## config.mk

```make
export PLATFORM = sky130hd
export DESIGN_NAME = eeprom_transfer_splitter
export DESIGN_NICKNAME = d
export VERILOG_FILES = /design/src/hw/rtl/ets_pkg.sv /design/src/hw/rtl/ets_ctrl.sv /design/src/hw/rtl/ets_datapath.sv /design/src/hw/rtl/eeprom_transfer_splitter.sv
export VERILOG_INCLUDE_DIRS = /design/src /design/src/hw/rtl
export SDC_FILE = /design/constraint.sdc
export NUM_CORES = 1
export LEC_CHECK = 0
export BUFFER_PORTS_ARGS = -buffer_cell sky130_fd_sc_hd__buf_2
export CAP_MARGIN = 20
export CORE_MARGIN = 2
export CORE_UTILIZATION = 35
export DETAILED_ROUTE_END_ITERATION = 6
export PLACE_DENSITY = 0.51
export SYNTH_ARGS = -nofsm -noshare
export SYNTH_HDL_FRONTEND = slang
export SYNTH_SLANG_ARGS = --single-unit
```

## constraint.sdc

```tcl
create_clock -name clk -period 7.2 [get_ports clk]
set_input_delay 1.44 -clock clk [delete_from_list [all_inputs] [get_ports clk]]
set_output_delay 1.44 -clock clk [all_outputs]
set_load 0.005 [all_outputs]
```

## src/hw/rtl/assert_macros.svh

```systemverilog
// Assertion macros shared by the transfer splitter modules.
// Defining NO_ASSERTIONS leaves every macro empty.
`ifndef ASSERT_MACROS_SVH
`define ASSERT_MACROS_SVH

`ifndef NO_ASSERTIONS

`define ETS_ASSERT_ALWAYS(label, clk, rst_n, expr) \
    label: assert property (@(posedge clk) disable iff (!rst_n) (expr)) \
        else $error("assertion failed");

`define ETS_ASSERT_IMPLIES(label, clk, rst_n, ante, cons) \
    label: assert property (@(posedge clk) disable iff (!rst_n) (ante) |-> (cons)) \
        else $error("assertion failed");

`define ETS_ASSERT_NEXT(label, clk, rst_n, ante, cons) \
    label: assert property (@(posedge clk) disable iff (!rst_n) (ante) |=> (cons)) \
        else $error("assertion failed");

`else

`define ETS_ASSERT_ALWAYS(label, clk, rst_n, expr)
`define ETS_ASSERT_IMPLIES(label, clk, rst_n, ante, cons)
`define ETS_ASSERT_NEXT(label, clk, rst_n, ante, cons)

`endif

`endif

```

## src/hw/rtl/ets_pkg.sv

```systemverilog
// Types and constants of the EEPROM transfer splitter.
// Used by the controller, the datapath and the top level; depends on nothing.
`timescale 1ns / 1ps

package ets_pkg;

    localparam int unsigned MAX_PAGE = 256;

    localparam int unsigned ADDR_W  = 32;
    localparam int unsigned LEN_W   = 32;
    localparam int unsigned SIZE_W  = 33;
    localparam int unsigned PAGE_W  = 16;
    localparam int unsigned CHUNK_W = 16;
    localparam int unsigned CFG_W   = 33;
    localparam int unsigned DIV_BITS_PER_STEP = 2;
    localparam int unsigned DIV_STEPS = ADDR_W / DIV_BITS_PER_STEP;
    localparam int unsigned DIV_CNT_W = $clog2(DIV_STEPS);

    localparam logic [1:0] CMD_READ  = 2'd0;
    localparam logic [1:0] CMD_WRITE = 2'd1;

    localparam logic [1:0] CFG_ENABLED    = 2'd0;
    localparam logic [1:0] CFG_MEM_BYTES  = 2'd1;
    localparam logic [1:0] CFG_PAGE_BYTES = 2'd2;
    localparam logic [1:0] CFG_ADDR_MODE  = 2'd3;

    localparam logic [1:0] MODE_8  = 2'd0;
    localparam logic [1:0] MODE_16 = 2'd1;
    localparam logic [1:0] MODE_24 = 2'd2;

    typedef enum logic [2:0] {
        ST_ACCEPTED  = 3'd0,
        ST_CHUNK     = 3'd1,
        ST_IDLE_CODE = 3'd2,
        ST_NOT_INIT  = 3'd3,
        ST_ZERO_LEN  = 3'd4,
        ST_OUT_RANGE = 3'd5,
        ST_CFG_ERR   = 3'd6,
        ST_BUSY      = 3'd7
    } status_t;

    typedef enum logic [1:0] {
        FSM_IDLE,
        FSM_DIV,
        FSM_EMIT
    } fsm_state_t;

    typedef struct packed {
        logic    start_xfer;
        logic    start_write;
        logic    put_status;
        status_t code;
        logic    div_init;
        logic    div_step;
        logic    put_chunk;
    } ctl_cmd_t;

    typedef struct packed {
        logic enabled;
        logic cfg_ok;
        logic active;
        logic writing;
        logic len_zero;
        logic out_of_range;
        logic div_last;
    } dp_stat_t;

endpackage

```

## src/hw/rtl/ets_ctrl.sv

```systemverilog
// Controller state machine of the EEPROM transfer splitter.
// Decides the status of each request and sequences the page remainder unit.
// Depends on ets_pkg and assert_macros.svh.
`timescale 1ns / 1ps
`include "assert_macros.svh"

module ets_ctrl (
    input  logic             clk,
    input  logic             rst_n,
    input  logic             start,
    input  logic [1:0]       cmd,
    input  ets_pkg::dp_stat_t stat,
    output ets_pkg::ctl_cmd_t ctl,
    output logic             busy
);
    import ets_pkg::*;

    fsm_state_t state_reg;
    fsm_state_t state_next;
    logic       is_start;

    assign is_start = (cmd == CMD_READ) || (cmd == CMD_WRITE);

    always_ff @(posedge clk or negedge rst_n)
    begin
        if (!rst_n)
        begin
            state_reg <= FSM_IDLE;
        end
        else
        begin
            state_reg <= state_next;
        end
    end

    always_comb
    begin
        state_next      = state_reg;
        ctl             = '0;
        ctl.code        = ST_ACCEPTED;
        ctl.start_write = (cmd == CMD_WRITE);
        busy            = 1'b1;
        case (state_reg)
            FSM_IDLE:
            begin
                busy = 1'b0;
                if (start)
                begin
                    if (is_start)
                    begin
                        ctl.put_status = 1'b1;
                        if (!stat.enabled)
                        begin
                            ctl.code = ST_NOT_INIT;
                        end
                        else if (!stat.cfg_ok)
                        begin
                            ctl.code = ST_CFG_ERR;
                        end
                        else if (stat.active)
                        begin
                            ctl.code = ST_BUSY;
                        end
                        else if (stat.len_zero)
                        begin
                            ctl.code = ST_ZERO_LEN;
                        end
                        else if (stat.out_of_range)
                        begin
                            ctl.code = ST_OUT_RANGE;
                        end
                        else
                        begin
                            ctl.code       = ST_ACCEPTED;
                            ctl.start_xfer = 1'b1;
                        end
                    end
                    else if (!stat.active)
                    begin
                        ctl.put_status = 1'b1;
                        ctl.code       = ST_IDLE_CODE;
                    end
                    else if (!stat.enabled)
                    begin
                        ctl.put_status = 1'b1;
                        ctl.code       = ST_NOT_INIT;
                    end
                    else if (!stat.cfg_ok)
                    begin
                        ctl.put_status = 1'b1;
                        ctl.code       = ST_CFG_ERR;
                    end
                    else if (stat.writing)
                    begin
                        ctl.div_init = 1'b1;
                        state_next   = FSM_DIV;
                    end
                    else
                    begin
                        ctl.put_chunk = 1'b1;
                    end
                end
            end
            FSM_DIV:
            begin
                ctl.div_step = 1'b1;
                if (stat.div_last)
                begin
                    state_next = FSM_EMIT;
                end
            end
            FSM_EMIT:
            begin
                ctl.put_chunk = 1'b1;
                state_next    = FSM_IDLE;
            end
            default:
            begin
                state_next = FSM_IDLE;
            end
        endcase
    end

    `ETS_ASSERT_ALWAYS(a_one_result, clk, rst_n, !(ctl.put_chunk && ctl.put_status))
    `ETS_ASSERT_IMPLIES(a_div_from_idle, clk, rst_n, ctl.div_init,
        (state_reg == FSM_IDLE) && start && stat.writing)
    `ETS_ASSERT_IMPLIES(a_emit_after_div, clk, rst_n, state_reg == FSM_EMIT,
        $past(state_reg) == FSM_DIV)

endmodule

```

## src/hw/rtl/ets_datapath.sv

```systemverilog
// Datapath of the EEPROM transfer splitter: configuration, transfer state,
// the two-bit-a-cycle page remainder unit and the result register.
// Depends on ets_pkg and assert_macros.svh.
`timescale 1ns / 1ps
`include "assert_macros.svh"

module ets_datapath (
    input  logic                        clk,
    input  logic                        rst_n,
    input  logic                        cfg_write,
    input  logic [1:0]                  cfg_index,
    input  logic [ets_pkg::CFG_W-1:0]   cfg_data,
    input  logic [ets_pkg::ADDR_W-1:0]  address,
    input  logic [ets_pkg::LEN_W-1:0]   length,
    input  ets_pkg::ctl_cmd_t           ctl,
    output ets_pkg::dp_stat_t           stat,
    output logic                        result_valid,
    output logic [2:0]                  status,
    output logic [ets_pkg::ADDR_W-1:0]  chunk_addr,
    output logic [ets_pkg::CHUNK_W-1:0] chunk_len,
    output logic [2:0]                  addr_count,
    output logic                        is_write,
    output logic                        wait_after,
    output logic                        last
);
    import ets_pkg::*;

    logic               enabled_reg;
    logic [SIZE_W-1:0]  mem_bytes_reg;
    logic [PAGE_W-1:0]  page_bytes_reg;
    logic [1:0]         addr_mode_reg;

    logic [ADDR_W-1:0]  cur_addr_reg,  cur_addr_next;
    logic [LEN_W-1:0]   remaining_reg, remaining_next;
    logic               active_reg,    active_next;
    logic               writing_reg,   writing_next;

    logic [ADDR_W-1:0]    shift_reg, shift_next;
    logic [PAGE_W-1:0]    rem_reg,   rem_next;
    logic [DIV_CNT_W-1:0] cnt_reg,   cnt_next;

    logic               valid_reg;
    status_t            status_reg;
    logic [ADDR_W-1:0]  chunk_addr_reg;
    logic [CHUNK_W-1:0] chunk_len_reg;
    logic [2:0]         addr_count_reg;
    logic               is_write_reg;
    logic               last_reg;

    logic [SIZE_W-1:0]  size_limit;
    logic [SIZE_W-1:0]  end_addr;
    logic [PAGE_W:0]    try1, try2;
    logic [PAGE_W-1:0]  rem1;
    logic [PAGE_W-1:0]  page_room;
    logic [CHUNK_W-1:0] chunk_max;
    logic [CHUNK_W-1:0] chunk;
    logic [LEN_W-1:0]   remaining_after;

    always_comb
    begin
        case (addr_mode_reg)
            MODE_8:  size_limit = SIZE_W'(64'd256);
            MODE_16: size_limit = SIZE_W'(64'd65536);
            MODE_24: size_limit = SIZE_W'(64'd16777216);
            default: size_limit = SIZE_W'(64'd4294967296);
        endcase
    end

    assign end_addr = {1'b0, address} + {1'b0, length};

    assign stat.enabled      = enabled_reg;
    assign stat.cfg_ok       = (page_bytes_reg != '0)
                               && ({16'd0, page_bytes_reg} <= 32'(MAX_PAGE))
                               && (mem_bytes_reg <= size_limit);
    assign stat.active       = active_reg;
    assign stat.writing      = writing_reg;
    assign stat.len_zero     = (length == '0);
    assign stat.out_of_range = ({1'b0, address} >= mem_bytes_reg)
                               || (end_addr > mem_bytes_reg);
    assign stat.div_last     = (cnt_reg == DIV_CNT_W'(DIV_STEPS - 1));

    always_comb
    begin
        try1 = {rem_reg, shift_reg[ADDR_W-1]};
        if (try1 >= {1'b0, page_bytes_reg})
        begin
            try1 = try1 - {1'b0, page_bytes_reg};
        end
        rem1 = try1[PAGE_W-1:0];
        try2 = {rem1, shift_reg[ADDR_W-2]};
        if (try2 >= {1'b0, page_bytes_reg})
        begin
            try2 = try2 - {1'b0, page_bytes_reg};
        end
    end

    assign page_room       = page_bytes_reg - rem_reg;
    assign chunk_max       = writing_reg ? page_room : {CHUNK_W{1'b1}};
    assign chunk           = ({16'd0, chunk_max} > remaining_reg)
                             ? remaining_reg[CHUNK_W-1:0] : chunk_max;
    assign remaining_after = remaining_reg - {16'd0, chunk};

    always_comb
    begin
        cur_addr_next  = cur_addr_reg;
        remaining_next = remaining_reg;
        active_next    = active_reg;
        writing_next   = writing_reg;
        shift_next     = shift_reg;
        rem_next       = rem_reg;
        cnt_next       = cnt_reg;
        if (ctl.start_xfer)
        begin
            cur_addr_next  = address;
            remaining_next = length;
            active_next    = 1'b1;
            writing_next   = ctl.start_write;
        end
        if (ctl.div_init)
        begin
            shift_next = cur_addr_reg;
            rem_next   = '0;
            cnt_next   = '0;
        end
        if (ctl.div_step)
        begin
            shift_next = {shift_reg[ADDR_W-3:0], 2'b00};
            rem_next   = try2[PAGE_W-1:0];
            cnt_next   = cnt_reg + 1'b1;
        end
        if (ctl.put_chunk)
        begin
            cur_addr_next  = cur_addr_reg + {16'd0, chunk};
            remaining_next = remaining_after;
            if (remaining_after == '0)
            begin
                active_next  = 1'b0;
                writing_next = 1'b0;
            end
        end
    end

    always_ff @(posedge clk or negedge rst_n)
    begin
        if (!rst_n)
        begin
            enabled_reg    <= 1'b0;
            mem_bytes_reg  <= SIZE_W'(256);
            page_bytes_reg <= PAGE_W'(64);
            addr_mode_reg  <= MODE_8;
            cur_addr_reg   <= '0;
            remaining_reg  <= '0;
            active_reg     <= 1'b0;
            writing_reg    <= 1'b0;
            cnt_reg        <= '0;
            valid_reg      <= 1'b0;
        end
        else
        begin
            if (cfg_write)
            begin
                case (cfg_index)
                    CFG_ENABLED:    enabled_reg    <= cfg_data[0];
                    CFG_MEM_BYTES:  mem_bytes_reg  <= cfg_data[SIZE_W-1:0];
                    CFG_PAGE_BYTES: page_bytes_reg <= cfg_data[PAGE_W-1:0];
                    CFG_ADDR_MODE:  addr_mode_reg  <= cfg_data[1:0];
                    default:        enabled_reg    <= enabled_reg;
                endcase
            end
            cur_addr_reg  <= cur_addr_next;
            remaining_reg <= remaining_next;
            active_reg    <= active_next;
            writing_reg   <= writing_next;
            cnt_reg       <= cnt_next;
            valid_reg     <= ctl.put_status || ctl.put_chunk;
        end
    end

    always_ff @(posedge clk)
    begin
        shift_reg <= shift_next;
        rem_reg   <= rem_next;
        if (ctl.put_chunk)
        begin
            status_reg     <= ST_CHUNK;
            chunk_addr_reg <= cur_addr_reg;
            chunk_len_reg  <= chunk;
            addr_count_reg <= {1'b0, addr_mode_reg} + 3'd1;
            is_write_reg   <= writing_reg;
            last_reg       <= (remaining_after == '0);
        end
        else if (ctl.put_status)
        begin
            status_reg     <= ctl.code;
            chunk_addr_reg <= '0;
            chunk_len_reg  <= '0;
            addr_count_reg <= '0;
            is_write_reg   <= 1'b0;
            last_reg       <= 1'b0;
        end
    end

    assign result_valid = valid_reg;
    assign status       = status_reg;
    assign chunk_addr   = chunk_addr_reg;
    assign chunk_len    = chunk_len_reg;
    assign addr_count   = addr_count_reg;
    assign is_write     = is_write_reg;
    assign wait_after   = is_write_reg;
    assign last         = last_reg;

    `ETS_ASSERT_NEXT(a_result_strobe, clk, rst_n, ctl.put_status || ctl.put_chunk,
        valid_reg)
    `ETS_ASSERT_IMPLIES(a_rem_bound, clk, rst_n, ctl.div_step, rem_reg < page_bytes_reg)
    `ETS_ASSERT_IMPLIES(a_chunk_active, clk, rst_n, ctl.put_chunk,
        active_reg && (chunk != '0))

endmodule

```

## src/hw/rtl/eeprom_transfer_splitter.sv

```systemverilog
// Top level of the EEPROM transfer splitter.
// Joins ets_ctrl and ets_datapath; depends on ets_pkg.
//
// A request (cmd, address, length) is taken at a rising edge with start high
// and busy low. Every request gives exactly one result, shown for one cycle
// with result_valid high; the receiver cannot hold it off.
// Start read, start write, and any request that is rejected or finds no
// transfer give their result in the cycle after the request. So does a next
// request during a read. During a write the page offset of the current
// address is found by a remainder unit that takes two address bits a cycle;
// busy stays high through the divide and emit states, and the emit state
// registers the result. A new request may be given in the cycle in which a
// result is shown. The configuration port writes one register per cycle with
// cfg_write high: index 0 enable, 1 total size, 2 page size, 3 address mode.
// It must be written by the user only while busy is low; the block does not
// enforce this. Reset clears the transfer and restores the default
// configuration: disabled, 256 bytes, 64-byte pages, one address byte.
`timescale 1ns / 1ps

module eeprom_transfer_splitter (
    input  logic                        clk,
    input  logic                        rst_n,
    input  logic                        start,
    output logic                        busy,
    input  logic [1:0]                  cmd,
    input  logic [ets_pkg::ADDR_W-1:0]  address,
    input  logic [ets_pkg::LEN_W-1:0]   length,
    input  logic                        cfg_write,
    input  logic [1:0]                  cfg_index,
    input  logic [ets_pkg::CFG_W-1:0]   cfg_data,
    output logic                        result_valid,
    output logic [2:0]                  status,
    output logic [ets_pkg::ADDR_W-1:0]  chunk_addr,
    output logic [ets_pkg::CHUNK_W-1:0] chunk_len,
    output logic [2:0]                  addr_count,
    output logic                        is_write,
    output logic                        wait_after,
    output logic                        last
);
    import ets_pkg::*;

    ctl_cmd_t ctl;
    dp_stat_t stat;

    ets_ctrl u_ctrl (
        .clk   (clk),
        .rst_n (rst_n),
        .start (start),
        .cmd   (cmd),
        .stat  (stat),
        .ctl   (ctl),
        .busy  (busy)
    );

    ets_datapath u_datapath (
        .clk          (clk),
        .rst_n        (rst_n),
        .cfg_write    (cfg_write),
        .cfg_index    (cfg_index),
        .cfg_data     (cfg_data),
        .address      (address),
        .length       (length),
        .ctl          (ctl),
        .stat         (stat),
        .result_valid (result_valid),
        .status       (status),
        .chunk_addr   (chunk_addr),
        .chunk_len    (chunk_len),
        .addr_count   (addr_count),
        .is_write     (is_write),
        .wait_after   (wait_after),
        .last         (last)
    );

endmodule

```

; ---- After elaboration in Yosys (flattened, before gate mapping)
; Index checks and enable logic that the tools add are counted.
[word_totals]
output_inout_bits = 59
regBits = 229
wordCells = 142
[classes]
n_lt_le_gt_ge = 7
n_reduce_logical = 20
n_addsub = 8
muxes = 71
eq_ne = 16
[ops]
columns = cell, count
row1 = 32-bit two-way mux, 8
row2 = 16-bit two-way mux, 8
row3 = 33-bit one-hot mux with 3 select lines, 1
row4 = 32-bit zero test, 2
row5 = 16-bit subtractor, 3
row6 = 17-bit by 16-bit >= comparator with 1-bit output, 2
row7 = 32-bit by 32-bit adder with 33-bit output, 1
row8 = 32-bit by 33-bit >= comparator with 1-bit output, 1
row9 = 33-bit > comparator, 1
row10 = 33-bit <= comparator, 1
row11 = 32-bit by 16-bit adder with 32-bit output, 1
row12 = 16-bit by 32-bit > comparator with 1-bit output, 1
row13 = 32-bit by 16-bit subtractor with 32-bit output, 1
row14 = 1-bit two-way mux, 30
row15 = 4-bit two-way mux, 6
row16 = 3-bit two-way mux, 7
row17 = 16-bit by 9-bit <= comparator with 1-bit output (second input constant), 1
row18 = 16-bit nonzero test, 1
row19 = 2-bit two-way mux, 7
row20 = 5-bit two-way mux, 2
row21 = 2-bit by 1-bit equality test with 1-bit output (second input constant), 4
row22 = 2-bit equality test (second input constant), 4
row23 = 2-bit zero test, 4
row24 = 2-bit by 1-bit inequality test with 1-bit output (second input constant), 4
row25 = other kinds (11), 21

; ---- Longest topological paths before layout
[depth]
word_depth = 14
depth_mapped = 32

; ---- By module
; Synthesis repeated with hierarchy kept, for this count alone.
[hier_totals]
cells_unflattened = 1936
hier_area_um2 = 18267.5
[modules_own_cells]
columns = module, area_each_um2, cells_per_inst, n_inst
row1 = ets_datapath, 18052.3, 1907, 1
row2 = ets_ctrl, 215.2, 29, 1

; ---- Worst setup path after synthesis
; No wires, ideal clock.
[synth_path]
kind = register to register
from = reg u_datapath.rem_reg[0]
to = reg u_datapath.cur_addr_reg[25]
setup_time_ns = 0.122
stages_incl_launch_ff = 30
setup_slack_ns = 0.543
path_buffers = 1
arrival_time_ns = 6.535
required_ns = 7.078
path_cell_list = edfxtp_1 -> ha_1 -> fa_1 -> nand2b_1 -> a21oi_1 -> o21ai_0 -> a211o_1 -> a31oi_1 -> a31oi_1 -> xnor2_1 -> nand2b_1 -> ha_1 -> or3_1 -> a221oi_1 -> o21ai_0 -> o21ai_1 -> buf_2 -> nand3_1 -> o21ai_0 -> inv_1 -> ha_1 -> a211o_1 -> a2111oi_0 -> o21ai_0 -> a21oi_1 -> o22ai_1 -> o21a_1 -> o21ai_0 -> nor2_1 -> a2111oi_1
[synth_between]
elab_chain_cells = 6
[synth_lines]
columns = element, line_no
row1 = from (decl), ets_datapath.sv:39  ; logic [PAGE_W-1:0] rem_reg, rem_next;
row2 = from (signal assigned), ets_datapath.sv:182  ; rem_reg <= rem_next;
row3 = 16-bit subtractor *, ets_datapath.sv:97  ; assign page_room = page_bytes_reg - rem_reg;
row4 = 16-bit two-way mux *, ets_datapath.sv:98  ; assign chunk_max = writing_reg ? page_room : {CHUNK_W{1'b1}};
row5 = 16-bit by 32-bit > comparator with 1-bit output, ets_datapath.sv:99  ; assign chunk = ({16'd0, chunk_max} > remaining_reg)
row6 = 16-bit two-way mux *, ets_datapath.sv:100  ; ? remaining_reg[CHUNK_W-1:0] : chunk_max;
row7 = net u_datapath.chunk[1], ets_datapath.sv:56  ; logic [CHUNK_W-1:0] chunk;
row8 = 32-bit by 16-bit adder with 32-bit output *, ets_datapath.sv:133  ; cur_addr_next = cur_addr_reg + {16'd0, chunk};
row9 = 32-bit two-way mux *, ets_datapath.sv:131  ; if (ctl.put_chunk)
row10 = to (signal assigned), ets_datapath.sv:170  ; cur_addr_reg <= cur_addr_next;
row11 = to (decl), ets_datapath.sv:33  ; logic [ADDR_W-1:0] cur_addr_reg, cur_addr_next;
; The timed path passes the listed nets; every way through them passes the cells marked *.
; A chain may end at the register's enable or synchronous reset.

; ---- Final worst setup path
[layout_path]
from = reg u_datapath.rem_reg[0]
to = reg u_datapath.active_reg
[layout_between]
elab_chain_cells = 8
[layout_lines]
columns = element, line_no
row1 = 16-bit subtractor *, ets_datapath.sv:97
row2 = 16-bit two-way mux *, ets_datapath.sv:98
row3 = 16-bit by 32-bit > comparator with 1-bit output, ets_datapath.sv:99
row4 = 16-bit two-way mux *, ets_datapath.sv:100
row5 = 32-bit by 16-bit subtractor with 32-bit output *, ets_datapath.sv:101  ; assign remaining_after = remaining_reg - {16'd0, chunk};
row6 = 32-bit zero test *, ets_datapath.sv:135  ; if (remaining_after == '0)
row7 = 1-bit two-way mux *, ets_datapath.sv:135
row8 = 1-bit two-way mux *, ets_datapath.sv:131
row9 = net u_datapath.active_next, ets_datapath.sv:35  ; logic active_reg, active_next;
row10 = to (signal assigned), ets_datapath.sv:172  ; active_reg <= active_next;
row11 = to (decl), ets_datapath.sv:35
; Marked as above.

==> results.py <==
metrics = {
    "status": {
        "status": "finished clean",
    },
    "place": {
        "gp_congestion": 0.954,
        "hpwl_mm": 48.8,
        "io_buffers": 163,
        "placed_cell_area_um2": 19900,
    },
    "floorplan": {
        "core_um2": 51100,
        "die_w_um": 231,
        "rows": 83,
        "die-area_um2": 53300,
        "start_util": 0.353,
        "io_pins": 164,
        "die_y_um": 231,
    },
    "clock_tree": {
        "clk_pin_slew_ps": 70,
        "htree_levels": 1,
        "cts_max_path_buffers": 3,
        "clock-root-buffer": "clkbuf_16",
        "numCtsBuffers": 29,
        "cts_tree": "built",
        "cts.sinks": 229,
        "insertion_delay_ps": 590,
    },
    "drt": {
        "drc": 0,
        "drtIter0Drc": 1023,
        "wirelength_mm": 61.6,
        "detail_route.vias_per_cell": 5.64,
        "dr.pass1.iters": 5,
        "ant_nets": 0,
        "wl_per_cell_um": 21.7,
        "vias": 16000,
    },
    "timing": {
        "finalCritPeriodShare": 0.941,
        "min_period_ps": 6770,
        "fin_setup_tns_ps": 0,
        "setup_viol": 0,
        "maxSlewHeadroom": 0.293,
        "fmax_ghz": 0.148,
        "fin_skew_ps": 30.3,
        "slew_viol_final": 0,
        "tightest_slew_ps": 1050,
        "hold_viol": 0,
        "rsz0062_at_grt": "false",
    },
    "grt": {
        "grt_max_degree": 75,
        "grt_pass1_vias": 15500,
        "antenna_found_initial": 2,
        "overflow": 0,
        "grtUsageTotal": 0.228,
        "grt_first_pass_wirelength_mm": 93.5,
    },
    "worst_setup_path": {
        "r2r-end": "u_datapath.active_reg",
        "start_kind": "flop",
        "cp.required_ps": 7670,
        "cp_max_fo": 15,
        "cpPeakStageDelay_ps": 450,
        "r2r_slack_ps": 430,
        "crit_path_end_kind": "flop",
        "timing.rr.start": "u_datapath.rem_reg[0]",
        "arrival_ps": 7240,
        "crit_path_frequent_cell": "ha_1",
        "criticalPathCategory": "reg2reg",
        "worstRegToRegCells": 29,
        "cp_slowest_cell": "edfxtp_1",
    },
    "yosys": {
        "yosys_register_bits": 229,
        "synth.distinct_cells": 89,
        "synthFlopType": "dfrtp_1",
        "yosysTopAreaCell": "dfrtp_1",
        "synth_cells": 1952,
        "synth_top_area_share": 0.171,
        "synth_most_common_cell": "ha_1",
        "netlist_area_um2": 18000,
        "yosysWarnings": 0,
        "async_flop_share": 0.546,
        "yosysSeqAreaShare": 0.344,
        "netlist_top_cells_area": "dfrtp_1 17%, edfxtp_1 16%, ha_1 14%",
        "synth_edf_count": 99,
        "synth_nets": 2264,
        "synth_commonest_cells": "201 x ha_1, 149 x inv_1, 144 x nor2_1, 132 x a21oi_1, 127 x nand2_1",
        "avgSynthCellArea_um2": 9.23,
    },
    "min_path": {
        "hp-class": "reg2reg",
        "min_to": "u_datapath.shift_reg[1]",
        "min-delay-start": "u_datapath.shift_reg[1]",
        "hold_depth": 2,
    },
    "power": {
        "power_per_cell_area_nw_per_um2": 266,
        "p_leak_nw": 9.64,
        "vdd_drop_max_uv": 214,
    },
    "cells_and_area": {
        "areaGrowthSynthToFinish_pct": 16.7,
        "design_area_um2": 21000,
        "drive_gt1_frac": 0.175,
        "largest_reg_flops": 33,
        "finish.utilization": 0.412,
        "nets": 2442,
    },
    "job": {
        "cap_violations": 0,
    },
}
[routing by layer]
| metal | wire, um | up-vias | global-route usage |
|---|---|---|---|
| met3 | 3870 | 72 | 0.0257 |
| li1 | - | 7626 | - |
| met4 | 1590 | 0 | 0.0663 |
| met2 | 26700 | 521 | 0.346 |
| met1 | 29500 | 7782 | 0.338 |
| met5 | 0 | - | 0 |
[layout by cell type, fill, tap and decap left out, types with 60 or more instances in the layout]
| master | synthesis | routed |
|---|---|---|
| a21oi_1 | 132 | 127 |
| nand2_1 | 127 | 126 |
| edfxtp_1 | 99 | 99 |
| dfrtp_1 | 123 | 123 |
| inv_1 | 149 | 148 |
| buf_2 | 7 | 162 |
| o21ai_0 | 97 | 89 |
| ha_1 | 201 | 201 |
| a21o_1 | 60 | 60 |
| nor2_1 | 144 | 143 |
[final cells by class]
class | instances | area (um^2)
fill | 5117 | 30100
multi-input combinational | 1510 | 11200
sequential | 229 | 6200
timing repair buffer | 211 | 1240
tap | 680 | 851
clock buffer | 37 | 840
inverter | 149 | 559
clock inverter | 17 | 153
antenna | 2 | 5.00
[logic make-up (layout without fill, tap and decap cells)]
| kind of cell | count (synthesis) | in the layout | share of synthesized area |
|---|---|---|---|
| compound gates | 542 | 542 | 0.203 |
| flops | 229 | 229 | 0.344 |
| buf+inv | 213 | 414 | 0.0461 |
| simple gates | 581 | 581 | 0.162 |
| xor+xnor | 85 | 85 | 0.0413 |
| other cells | 0 | 2 | 0 |
| mux | 95 | 95 | 0.0567 |
| fa+ha+maj | 207 | 207 | 0.146 |
[worst max-delay path: cells and delay by family, from the launching register on]
family / cells / cell delay, ps
flip-flops: 1 / 450
adder cells (fa/ha/maj): 4 / 1140
AO/OA/AOI/OAI: 13 / 2690
XOR/XNOR: 1 / 150
buffers and inverters: 2 / 470
AND/OR/NAND/NOR: 9 / 1760
[how the worst max path moves through the flow]
stage	start	to	depth (start not counted)
after floorplan	u_datapath.rem_reg[0]	u_datapath.cur_addr_reg[25]	29
after global placement	u_datapath.rem_reg[0]	u_datapath.cur_addr_reg[19]	28
after detailed placement	u_datapath.rem_reg[0]	u_datapath.cur_addr_reg[21]	28
after CTS	u_datapath.rem_reg[0]	u_datapath.cur_addr_reg[21]	28
after global routing	u_datapath.rem_reg[0]	u_datapath.cur_addr_reg[21]	29
final	u_datapath.rem_reg[0]	u_datapath.active_reg	29
[through the flow]
step                setup WS [ps]  cells  hold slack, ps  power [mW]
detailed placement          -23.2   2778             489        4.00
global route                 25.5   2835             544        5.98
CTS                           104   2832             503        5.54
floorplan                     543   1952             461        3.30
finish                        425   2835             500        5.60
global placement              126   2777             473        3.99
[repair_timing]
action,CTS,global route
cloned,0,0
resized for setup,1,39
endpoints found under the setup margin,2,35
hold endpoints to repair,0,0
setup buffers,0,1
pin swaps,0,4
hold buffers,0,0
[power by group]
part	internal (mW)	total, mW	switching, mW	leakage, nW
Combinational	1.08	2.54	1.46	6.59
Sequential	1.45	1.55	0.104	2.57
Clock	0.872	1.51	0.638	0.487
Total	3.40	5.60	2.20	9.64
(Power assumes the default switching activity.)
